===== config.mk =====
export PLATFORM = sky130hd
export DESIGN_NAME = stack_machine_execute
export DESIGN_NICKNAME = d
export VERILOG_FILES = /design/src/rtl/sme_pkg.sv /design/src/rtl/sme_front.sv /design/src/rtl/sme_muldiv.sv /design/src/rtl/sme_back.sv /design/src/rtl/stack_machine_execute.sv
export SDC_FILE = /design/constraint.sdc
export NUM_CORES = 2
export LEC_CHECK = 0
export BUFFER_PORTS_ARGS = -buffer_cell sky130_fd_sc_hd__buf_4
export CORE_UTILIZATION = 50
export CTS_CLUSTER_SIZE = 14
export DETAILED_ROUTE_END_ITERATION = 7
export HOLD_SLACK_MARGIN = 0.06
export PLACE_DENSITY = 0.74
export SLEW_MARGIN = 15
export SYNTH_ARGS = -nofsm -noshare
export SYNTH_HDL_FRONTEND = slang
export SYNTH_HIERARCHICAL = 1
export SYNTH_SLANG_ARGS = --single-unit

===== constraint.sdc =====
create_clock -name clk_i -period 9 [get_ports clk_i]
set_input_delay 0.9 -clock clk_i [delete_from_list [all_inputs] [get_ports clk_i]]
set_output_delay 0.9 -clock clk_i [all_outputs]
set_load 0.005 [all_outputs]

===== src/rtl/sme_pkg.sv =====
package sme_pkg;

  typedef enum logic [3:0] {
    OP_PUSH  = 4'd0,
    OP_ADD   = 4'd1,
    OP_SUB   = 4'd2,
    OP_MUL   = 4'd3,
    OP_DIV   = 4'd4,
    OP_EQ    = 4'd5,
    OP_HALT  = 4'd6,
    OP_JNZ   = 4'd7,
    OP_JMP   = 4'd8
  } opcode_e;

  typedef enum logic [2:0] {
    ST_OK     = 3'd0,
    ST_UNDER  = 3'd1,
    ST_OVER   = 3'd2,
    ST_DIVZ   = 3'd3,
    ST_HALTED = 3'd4,
    ST_RANGE  = 3'd5
  } status_e;

  typedef struct packed {
    logic [3:0]  opcode;
    logic [63:0] immediate;
  } in_item_t;

  typedef struct packed {
    logic [15:0] next_ip;
    logic [63:0] top_value;
    logic [4:0]  stack_depth;
    logic        halted;
    logic [2:0]  status;
  } out_item_t;

  // Decoded instruction handed from front to back
  typedef struct packed {
    logic        is_push;
    logic        is_bin;
    logic        is_halt;
    logic        is_jnz;
    logic        is_jmp;
    logic [3:0]  opcode;
    logic [63:0] immediate;
  } dec_item_t;

endpackage


===== src/rtl/sme_front.sv =====
module sme_front (
  input  logic                clk_i,
  input  logic                rst_ni,
  input  logic                in_valid_i,
  output logic                in_ready_o,
  input  sme_pkg::in_item_t   in_data_i,
  output logic                dec_valid_o,
  input  logic                dec_ready_i,
  output sme_pkg::dec_item_t  dec_data_o
);
  import sme_pkg::*;

  // Two-entry queue of decoded instructions
  dec_item_t  fifo_q [2];
  logic       wr_ptr_q, rd_ptr_q;
  logic [1:0] cnt_q;
  dec_item_t  dec;

  // Classify the opcode
  always_comb begin
    dec = '0;
    dec.opcode    = in_data_i.opcode;
    dec.immediate = in_data_i.immediate;
    unique case (in_data_i.opcode) inside
      OP_PUSH:                      dec.is_push = 1'b1;
      OP_ADD, OP_SUB, OP_MUL,
      OP_DIV, OP_EQ:                dec.is_bin  = 1'b1;
      OP_HALT:                      dec.is_halt = 1'b1;
      OP_JNZ:                       dec.is_jnz  = 1'b1;
      OP_JMP:                       dec.is_jmp  = 1'b1;
      default:                      ;
    endcase
  end

  assign in_ready_o  = (cnt_q != 2'd2);
  assign dec_valid_o = (cnt_q != 2'd0);
  assign dec_data_o  = fifo_q[rd_ptr_q];

  logic push, pop;
  assign push = in_valid_i && in_ready_o;
  assign pop  = dec_valid_o && dec_ready_i;

  always_ff @(posedge clk_i) begin
    if (push) fifo_q[wr_ptr_q] <= dec;
  end

  // Advance pointers and count
  always_ff @(posedge clk_i or negedge rst_ni) begin
    if (!rst_ni) begin
      wr_ptr_q <= 1'b0;
      rd_ptr_q <= 1'b0;
      cnt_q    <= 2'd0;
    end else begin
      if (push) wr_ptr_q <= ~wr_ptr_q;
      if (pop)  rd_ptr_q <= ~rd_ptr_q;
      cnt_q <= cnt_q + {1'b0, push} - {1'b0, pop};
    end
  end
endmodule


===== src/rtl/sme_muldiv.sv =====
module sme_muldiv (
  input  logic        clk_i,
  input  logic        rst_ni,
  input  logic        start_i,
  input  logic        is_div_i,
  input  logic [63:0] a_i,
  input  logic [63:0] b_i,
  output logic        done_o,
  output logic [63:0] result_o
);
  // Shift-add multiply / restoring divide, one bit per cycle
  logic        busy_q, div_q;
  logic [6:0]  cnt_q;
  logic [63:0] acc_q, opa_q, opb_q;
  logic [64:0] rem_sh, rem_sub;

  assign rem_sh  = {acc_q, opa_q[63]};
  assign rem_sub = rem_sh - {1'b0, opb_q};

  assign done_o   = busy_q && (cnt_q == 7'd64);
  assign result_o = div_q ? opa_q : acc_q;

  always_ff @(posedge clk_i or negedge rst_ni) begin
    if (!rst_ni) begin
      busy_q <= 1'b0;
      cnt_q  <= '0;
    end else if (start_i) begin
      busy_q <= 1'b1;
      cnt_q  <= '0;
    end else if (done_o) begin
      busy_q <= 1'b0;
    end else if (busy_q) begin
      cnt_q <= cnt_q + 7'd1;
    end
  end

  always_ff @(posedge clk_i) begin
    if (start_i) begin
      div_q <= is_div_i;
      acc_q <= '0;
      opa_q <= a_i;
      opb_q <= b_i;
    end else if (busy_q && !done_o) begin
      if (div_q) begin
        // Shift dividend bit into remainder, quotient bits fill opa
        if (!rem_sub[64]) acc_q <= rem_sub[63:0];
        else              acc_q <= rem_sh[63:0];
        opa_q <= {opa_q[62:0], ~rem_sub[64]};
      end else begin
        if (opb_q[0]) acc_q <= acc_q + opa_q;
        opa_q <= {opa_q[62:0], 1'b0};
        opb_q <= {1'b0, opb_q[63:1]};
      end
    end
  end
endmodule


===== src/rtl/sme_back.sv =====
module sme_back #(
  parameter int STACK_DEPTH = 16,
  parameter int IP_BITS     = 16
) (
  input  logic                clk_i,
  input  logic                rst_ni,
  input  logic                dec_valid_i,
  output logic                dec_ready_o,
  input  sme_pkg::dec_item_t  dec_data_i,
  output logic                out_valid_o,
  input  logic                out_ready_i,
  output sme_pkg::out_item_t  out_data_o
);
  import sme_pkg::*;

  localparam int AW = (STACK_DEPTH > 1) ? $clog2(STACK_DEPTH) : 1;
  localparam int DW = $clog2(STACK_DEPTH + 1);

  localparam logic [2:0] S_IDLE  = 3'd0;
  localparam logic [2:0] S_RD1   = 3'd1;
  localparam logic [2:0] S_RD2   = 3'd2;
  localparam logic [2:0] S_EXEC  = 3'd3;
  localparam logic [2:0] S_MD    = 3'd4;
  localparam logic [2:0] S_TOP   = 3'd5;
  localparam logic [2:0] S_TOPW  = 3'd6;
  localparam logic [2:0] S_OUT   = 3'd7;

  logic [63:0]        mem_q [STACK_DEPTH];
  logic [2:0]         state_q;
  logic [DW-1:0]      depth_q;
  logic [IP_BITS-1:0] ip_q;
  logic               halt_q;
  dec_item_t          ins_q;
  logic [63:0]        a_q, b_q, rd_q, top_q;
  logic [2:0]         st_q;
  out_item_t          out_q;
  logic               out_valid_q;

  // Single read port, single write port memory
  logic          mem_we;
  logic [AW-1:0] mem_wa, mem_ra;
  logic [63:0]   mem_wd;
  always_ff @(posedge clk_i) begin
    if (mem_we) mem_q[mem_wa] <= mem_wd;
    rd_q <= mem_q[mem_ra];
  end

  logic        md_start, md_done;
  logic [63:0] md_res;
  sme_muldiv u_md (
    .clk_i, .rst_ni,
    .start_i (md_start),
    .is_div_i(ins_q.opcode == OP_DIV),
    .a_i     (a_q),
    .b_i     (b_q),
    .done_o  (md_done),
    .result_o(md_res)
  );

  logic [DW-1:0] dm1, dm2;
  logic          ip_fits;
  logic [IP_BITS-1:0] ip_inc;
  assign dm1 = depth_q - DW'(1);
  assign dm2 = depth_q - DW'(2);
  assign ip_inc = ip_q + IP_BITS'(1);
  assign ip_fits = (ins_q.immediate >> IP_BITS) == 64'd0;

  assign dec_ready_o = (state_q == S_IDLE) && !out_valid_q;
  assign out_valid_o = out_valid_q;
  assign out_data_o  = out_q;

  always_comb begin
    mem_we   = 1'b0;
    mem_wa   = dm2[AW-1:0];
    mem_wd   = ins_q.immediate;
    mem_ra   = dm1[AW-1:0];
    md_start = 1'b0;
    if (state_q == S_IDLE) begin
      mem_ra = depth_q[AW-1:0] - AW'(1);
    end else if (state_q == S_RD1) begin
      mem_ra = dm2[AW-1:0];
    end else if (state_q == S_EXEC) begin
      md_start = ins_q.is_bin && (ins_q.opcode == OP_MUL ||
                 (ins_q.opcode == OP_DIV && b_q != 64'd0)) && st_q == ST_OK;
    end else if (state_q == S_TOP) begin
      mem_ra = dm1[AW-1:0];
    end
    if (state_q == S_EXEC && st_q == ST_OK && !md_start) begin
      if (ins_q.is_push) begin
        mem_we = 1'b1;
        mem_wa = depth_q[AW-1:0];
      end else if (ins_q.is_bin) begin
        mem_we = 1'b1;
        unique case (ins_q.opcode)
          OP_ADD:  mem_wd = a_q + b_q;
          OP_SUB:  mem_wd = a_q - b_q;
          default: mem_wd = {63'd0, a_q == b_q};
        endcase
      end
    end else if (state_q == S_MD && md_done) begin
      mem_we = 1'b1;
      mem_wd = md_res;
    end
  end

  // Sequence one instruction: read operands, check, execute, read new top, register result
  always_ff @(posedge clk_i or negedge rst_ni) begin
    if (!rst_ni) begin
      state_q     <= S_IDLE;
      depth_q     <= '0;
      ip_q        <= '0;
      halt_q      <= 1'b0;
      out_valid_q <= 1'b0;
    end else begin
      if (out_valid_q && out_ready_i) out_valid_q <= 1'b0;
      unique case (state_q)
        S_IDLE: if (dec_valid_i && dec_ready_o) begin
          ins_q   <= dec_data_i;
          state_q <= S_RD1;
        end
        S_RD1: begin
          b_q     <= rd_q;
          state_q <= S_RD2;
        end
        S_RD2: begin
          a_q     <= rd_q;
          state_q <= S_EXEC;
          if (halt_q) st_q <= ST_HALTED;
          else if (ins_q.is_push && depth_q >= DW'(STACK_DEPTH)) st_q <= ST_OVER;
          else if (ins_q.is_bin && depth_q < DW'(2)) st_q <= ST_UNDER;
          else if (ins_q.is_jnz && depth_q < DW'(1)) st_q <= ST_UNDER;
          else if (ins_q.is_bin && ins_q.opcode == OP_DIV && b_q == 64'd0)
            st_q <= ST_DIVZ;
          else if ((ins_q.is_jmp || (ins_q.is_jnz && b_q != 64'd0)) && !ip_fits)
            st_q <= ST_RANGE;
          else st_q <= ST_OK;
        end
        S_EXEC: begin
          state_q <= S_TOP;
          if (st_q == ST_OK) begin
            if (md_start) state_q <= S_MD;
            else if (ins_q.is_push) begin
              depth_q <= depth_q + DW'(1);
              ip_q    <= ip_inc;
            end else if (ins_q.is_bin) begin
              depth_q <= dm1;
              ip_q    <= ip_inc;
            end else if (ins_q.is_halt) begin
              halt_q <= 1'b1;
              ip_q   <= ip_inc;
            end else if (ins_q.is_jnz) begin
              depth_q <= dm1;
              ip_q    <= (b_q != 64'd0) ? ins_q.immediate[IP_BITS-1:0] : ip_inc;
            end else if (ins_q.is_jmp) begin
              ip_q <= ins_q.immediate[IP_BITS-1:0];
            end
          end
        end
        S_MD: if (md_done) begin
          depth_q <= dm1;
          ip_q    <= ip_inc;
          state_q <= S_TOP;
        end
        S_TOP:  state_q <= S_TOPW;
        S_TOPW: begin
          top_q   <= rd_q;
          state_q <= S_OUT;
        end
        default: begin
          out_q.next_ip     <= 16'(ip_q);
          out_q.top_value   <= (depth_q != '0) ? top_q : 64'd0;
          out_q.stack_depth <= 5'(depth_q);
          out_q.halted      <= halt_q;
          out_q.status      <= st_q;
          out_valid_q       <= 1'b1;
          state_q           <= S_IDLE;
        end
      endcase
    end
  end
endmodule


===== src/rtl/stack_machine_execute.sv =====
// Channel | Direction | Handshake             | Payload
// in      | input     | in_valid_i/in_ready_o | sme_pkg::in_item_t
// out     | output    | out_valid_o/out_ready_i | sme_pkg::out_item_t
//
// A result is registered after operand reads, checks, execute and a top read;
// mul and a nonzero div also pass through the bit-serial multiply/divide unit.
// The back end can take its next instruction in the cycle after the result is taken.
// The front queue holds two decoded transactions while the back end works.
// Reset clears pointer, depth and halt flag; stack contents are not cleared.
// A stalled output holds the back end until the result is taken.
module stack_machine_execute #(
  parameter int STACK_DEPTH = 16,
  parameter int IP_BITS     = 16
) (
  input  logic               clk_i,
  input  logic               rst_ni,
  input  logic               in_valid_i,
  output logic               in_ready_o,
  input  sme_pkg::in_item_t  in_data_i,
  output logic               out_valid_o,
  input  logic               out_ready_i,
  output sme_pkg::out_item_t out_data_o
);
  import sme_pkg::*;

  logic      dec_valid, dec_ready;
  dec_item_t dec_data;

  sme_front u_front (
    .clk_i, .rst_ni, .in_valid_i, .in_ready_o, .in_data_i,
    .dec_valid_o(dec_valid), .dec_ready_i(dec_ready), .dec_data_o(dec_data)
  );

  sme_back #(.STACK_DEPTH(STACK_DEPTH), .IP_BITS(IP_BITS)) u_back (
    .clk_i, .rst_ni,
    .dec_valid_i(dec_valid), .dec_ready_o(dec_ready), .dec_data_i(dec_data),
    .out_valid_o, .out_ready_i, .out_data_o
  );
endmodule

==> tab_implementation.tex <==
\begin{tabular}{lr}
\hline
Metric & Value \\
\hline
\multicolumn{2}{l}{\textbf{Route}} \\
\quad Number of design-rule violations left by the first detailed-router iteration & 7962 \\
\quad Via count of the routed design & roughly 60000 \\
\quad Pre-Repair DR Iteration Count & 8 \\
\quad DRC violation count after routing & 0 \\
\quad Wirelength per Cell & 29.8 um \\
\quad Antenna viol nets, final & 0 \\
\quad Via density per instance & 6.51 \\
\quad Total detailed-routing wirelength & roughly 270 mm \\
\multicolumn{2}{l}{\textbf{Setup path}} \\
\quad Required @ worst endpoint & between 9000 and 10000 ps \\
\quad Slowest cell on the critical path & sky130\_fd\_sc\_hd\_\_nor4\_1 \\
\quad Critical path buffers and inverters & 3 \\
\quad Reg-to-reg setup timing slack & around 2900 ps \\
\quad Kind of capture point of the worst setup path & flip-flop \\
\quad Cell repeated most along the worst path & sky130\_fd\_sc\_hd\_\_buf\_4 \\
\quad Crit Path Class & reg2reg \\
\quad Worst Reg-to-Reg Cells & 11 \\
\quad Startpoint of the lowest-slack register-to-register path & u\_back/b\_q[60] \\
\quad Critical path's largest stage delay & approximately 1100 ps \\
\quad Crit path max-delay family & simple AND/OR/NAND/NOR gates \\
\quad Highest fanout seen on the critical path & between 40 and 50 \\
\quad Cell chain of the critical path & nor4\_1 -> nand4\_1 -> nor4\_1 -> buf\_4 -> o31a\_1 -> o21ai\_4 -> buf\_4 -> nand2\_2 -> o211ai\_1 -> nor2\_4 -> buf\_4 \\
\quad Crit start category & flip-flop \\
\quad Worst path arrival time & roughly 6600 ps \\
\quad Endpoint of the most critical register-to-register path & u\_back/mem\_q[15][48] \\
\multicolumn{2}{l}{\textbf{Pwr}} \\
\quad Fraction of power spent switching nets & around two fifths \\
\quad Net switching component of the power & between 10 and 15 mW \\
\quad Sequential group share of total power & around 36\% \\
\quad Leakage dissipation & 33.3 nW \\
\quad Peak supply drop & 809 uV \\
\quad Portion of total power attributed to combinational logic & about two fifths \\
\quad Cell internal pwr & 20.6 mW \\
\quad Clock network fraction of total power & between 20 and 25\% \\
\quad Power density relative to cell area & 347 mW/mm\^{}2 \\
\multicolumn{2}{l}{\textbf{Clock tree}} \\
\quad Post-CTS Repair Setup Buffers & 0 \\
\quad CTS H-tree lvls & 4 \\
\quad Maximum number of buffers from clock root to sink & 3 \\
\quad Total number of clock tree sinks & roughly 1800 \\
\quad Hold buffer count at CTS & 1 \\
\quad TritonCTS clock tree & yes \\
\quad Clock-pin slew of the registers on the worst-case setup and hold paths & 60 ps \\
\quad Total CTS buffers & 179 \\
\quad Number of gates given a new drive strength after cts & 0 \\
\quad Clk\_lat worst skew & approximately 850 ps \\
\quad Clock tree root buffer cell & sky130\_fd\_sc\_hd\_\_clkbuf\_16 \\
\multicolumn{2}{l}{\textbf{Logic synthesis}} \\
\quad Synth Cell Area & around 0.087 sq mm \\
\quad Proportion of register bits with asynchronous set or reset after synthesis & about 2.1\% \\
\quad Synthesis-stage register bit count & roughly 1800 \\
\quad Synthesis warning total & 6 \\
\quad Syn Nets & roughly 6700 \\
\quad Instance count of the mapped netlist & roughly 6400 \\
\quad Count of flip-flops with a built-in enable after synthesis & 1656 \\
\quad Avg Cell Area, Syn & around 14 sq um \\
\quad Primary flip-flop cell chosen by synthesis mapping & sky130\_fd\_sc\_hd\_\_edfxtp\_1 \\
\quad Share of the synthesized area in the top cell type & 57.4\% \\
\quad Largest area contributor in the synthesized netlist & sky130\_fd\_sc\_hd\_\_edfxtp\_1 \\
\quad Cells taking the most area after synthesis & sky130\_fd\_sc\_hd\_\_edfxtp\_1, sky130\_fd\_sc\_hd\_\_mux4\_2, sky130\_fd\_sc\_hd\_\_ha\_1 \\
\quad Portion of the post-synthesis area used by sequential elements & 61.4\% \\
\quad Post-synth cell types & 108 \\
\multicolumn{2}{l}{\textbf{Final layout}} \\
\quad Fraction of layout instances using a drive strength above 1 & 17.3\% \\
\quad Util after Layout & about 56\% \\
\quad Area growth from synthesis to final layout & 11.5\% \\
\quad Filler cells & roughly 13000 \\
\quad Design area & 0.0966 sq mm \\
\quad Post-layout nets & about 7000 \\
\quad Most frequent standard cell in the layout excluding fill and tap cells & sky130\_fd\_sc\_hd\_\_edfxtp\_1 \\
\quad Commonest cells after routing, fill and taps aside & sky130\_fd\_sc\_hd\_\_edfxtp\_1, sky130\_fd\_sc\_hd\_\_a21oi\_1, sky130\_fd\_sc\_hd\_\_nand2\_1, sky130\_fd\_sc\_hd\_\_o21ai\_0, sky130\_fd\_sc\_hd\_\_nor2\_1 \\
\multicolumn{2}{l}{\textbf{STA}} \\
\quad Final setup viols & 0 \\
\quad Final Hold Viols & 0 \\
\quad Max-slew violation total from the final report & 0 \\
\quad Setup total negative slack & 0 ps \\
\quad Pin slew with the least headroom to its limit & 1250 ps \\
\quad Maximum operating frequency & roughly 160 MHz \\
\quad Unrepaired setup endpoints after global routing & false \\
\quad Share of the clock period used by the worst path after layout & about 70\% \\
\quad Clock tree skew after final layout & roughly 63 ps \\
\quad Final critical-path required period & 6130 ps \\
\quad Setup WS post-layout & 2870 ps \\
\quad Tightest slew margin relative to the limit & between 15 and 20\% \\
\multicolumn{2}{l}{\textbf{Min path}} \\
\quad End point of the worst hold path & u\_front/fifo\_q[0][24] \\
\quad Worst hold path startpoint & in\_data\_i[24] \\
\quad Number of cells on the worst hold path & 1 \\
\quad Hold/Removal Path Class & in2reg \\
\multicolumn{2}{l}{\textbf{Placement}} \\
\quad RePlAce Congestion & between 1 and 1.5 \\
\quad HPWL after detailed placement & between 150 and 200 mm \\
\quad Total cell area at the placement stage & between 0.09 and 0.1 sq mm \\
\quad Port Buf Inserts & approximately 160 \\
\quad Pre-CTS setup slack & 2940 ps \\
\multicolumn{2}{l}{\textbf{Global routing}} \\
\quad Antenna violations before repair & 18 \\
\quad GRT Overall Usage & 30.1\% \\
\quad Pin count of the biggest net entering global routing & 144 \\
\quad Sum of overflow across all layers after global routing & 0 \\
\quad First-pass GRT wire length & roughly 380 mm \\
\quad Via count of the first global-routing pass & 55109 \\
\multicolumn{2}{l}{\textbf{Die}} \\
\quad Die boundary height & between 400 and 500 um \\
\quad Starting Density & roughly 50\% \\
\quad \# IOs & 163 \\
\quad Area of the die & between 0.15 and 0.2 sq mm \\
\quad Core Box Area & between 0.15 and 0.2 sq mm \\
\quad Row cnt & 152 \\
\quad Chip Width & around 420 um \\
\multicolumn{2}{l}{\textbf{Outcome}} \\
\quad Outcome & finished, final reports clean \\
\multicolumn{2}{l}{\textbf{Run}} \\
\quad Count of maximum capacitance violations & 0 \\
\hline
\end{tabular}
worst register-to-register path: stages (launching register included):
cell	delay, ps
sky130_fd_sc_hd__edfxtp_1	450
sky130_fd_sc_hd__nor4_1	570
sky130_fd_sc_hd__nand4_1	420
sky130_fd_sc_hd__nor4_1	1080
sky130_fd_sc_hd__buf_4	300
sky130_fd_sc_hd__o31a_1	200
sky130_fd_sc_hd__o21ai_4	60
sky130_fd_sc_hd__buf_4	340
sky130_fd_sc_hd__nand2_2	290
sky130_fd_sc_hd__o211ai_1	380
sky130_fd_sc_hd__nor2_4	1020
sky130_fd_sc_hd__buf_4	650
synth_stat cells (all sizes together) (49+ instances only):
| master | instances |
|---|---|
| nand4 | 79 |
| buf | 91 |
| a21oi | 511 |
| o21ai | 349 |
| a21o | 84 |
| mux2 | 215 |
| xnor2 | 80 |
| edfxtp | 1656 |
| nand2 | 373 |
| inv | 260 |
| nor3 | 105 |
| nor2 | 293 |
| a211oi | 108 |
| nor4 | 78 |
| o22ai | 82 |
| mux2i | 82 |
| dfxtp | 128 |
| clkbuf | 266 |
| a31oi | 52 |
| nor2b | 154 |
| nand3 | 72 |
| mux4 | 256 |
| o21bai | 55 |
| xor2 | 49 |
| ha | 263 |
worst max-delay path by stage:
| stage | startpoint | to | slack, ps | cells after the start |
|---|---|---|---|---|
| final | u_back/b_q[60] | u_back/mem_q[15][48] | 2870 | 11 |
| after global routing | u_back/b_q[58] | u_back/mem_q[15][48] | 2900 | 11 |
| after CTS | u_back/b_q[60] | u_back/mem_q[14][8] | 2910 | 11 |
| after detailed placement | u_back/b_q[60] | u_back/mem_q[14][9] | 2940 | 11 |
| after global placement | u_back/b_q[51] | u_back/mem_q[14][26] | 2780 | 11 |
| after floorplan | rst_ni | u_back/a_q[0] | 630 | 1 |
cell families (layout without fill, tap and decap cells):
family | after synthesis | count (layout) | share of synthesized area [%]
DFF | 1822 | 1822 | 61.4
AOI/OAI and AO/OA | 1642 | 1642 | 12.3
and+or+nand+nor | 1361 | 1361 | 7.79
buffers and inverters | 618 | 854 | 2.89
muxes | 553 | 553 | 10.4
adders and majority gates | 267 | 267 | 3.89
xor gates and xnor gates | 129 | 129 | 1.33
other | 0 | 20 | 0
registers in the layout, summed over array words and instances, names as in the netlist, 2 cells and up:
name	count
u_back/top_q	64
u_back/st_q	3
u_back/u_md/acc_q	64
u_back/state_q	3
u_back/depth_q	5
u_back/mem_q	1024
u_front/fifo_q	146
u_back/u_md/opb_q	64
u_back/u_md/opa_q	64
u_back/u_md/cnt_q	7
u_back/rd_q	64
u_front/cnt_q	2
u_back/a_q	64
u_back/ins_q	73
u_back/out_data_o	89
u_back/ip_q	16
u_back/b_q	64
power by group through the flow:
stage | clock network, mW | registers (mW) | logic [mW]
after CTS | 7.80 | 12.1 | 13.4
final | 7.71 | 12.2 | 13.6
after floorplan | 0 | 11.5 | 9.77
after global placement | 0 | 12.2 | 13.1
after detailed placement | 0 | 12.3 | 13.3
after global routing | 8.11 | 12.2 | 14.6
cell type report:
cell class | count | area, sq um | share of cell area, %
Antenna cell | 20 | 50.0 | 0.0518
Clock buffer | 244 | 4930 | 5.11
Clock inverter | 95 | 1200 | 1.24
Inverter | 261 | 980 | 1.01
Multi-Input combinational cell | 3952 | 31300 | 32.4
Sequential cell | 1822 | 53200 | 55.1
Tap cell | 2310 | 2890 | 2.99
Timing Repair Buffer | 254 | 2020 | 2.09
routing by layer:
metal | track usage, % | wire, um | vias up
met3 | 6.00 | 26800 | 493
met4 | 11.7 | 11600 | 8
li1 | - | - | 25155
met1 | 43.3 | 110000 | 29436
met2 | 44.9 | 118000 | 3244
met5 | 0.333 | 120 | -
per-stage QoR:
stage               power, mW  hold slack, ps  cells
floorplan                21.3             418   6392
global placement         25.4             444   8596
detailed placement       25.5             444   8596
CTS                      33.3             182   8936
global route             34.9             210   8941
finish                   33.5             239   8958
(Power assumes the default switching activity.)
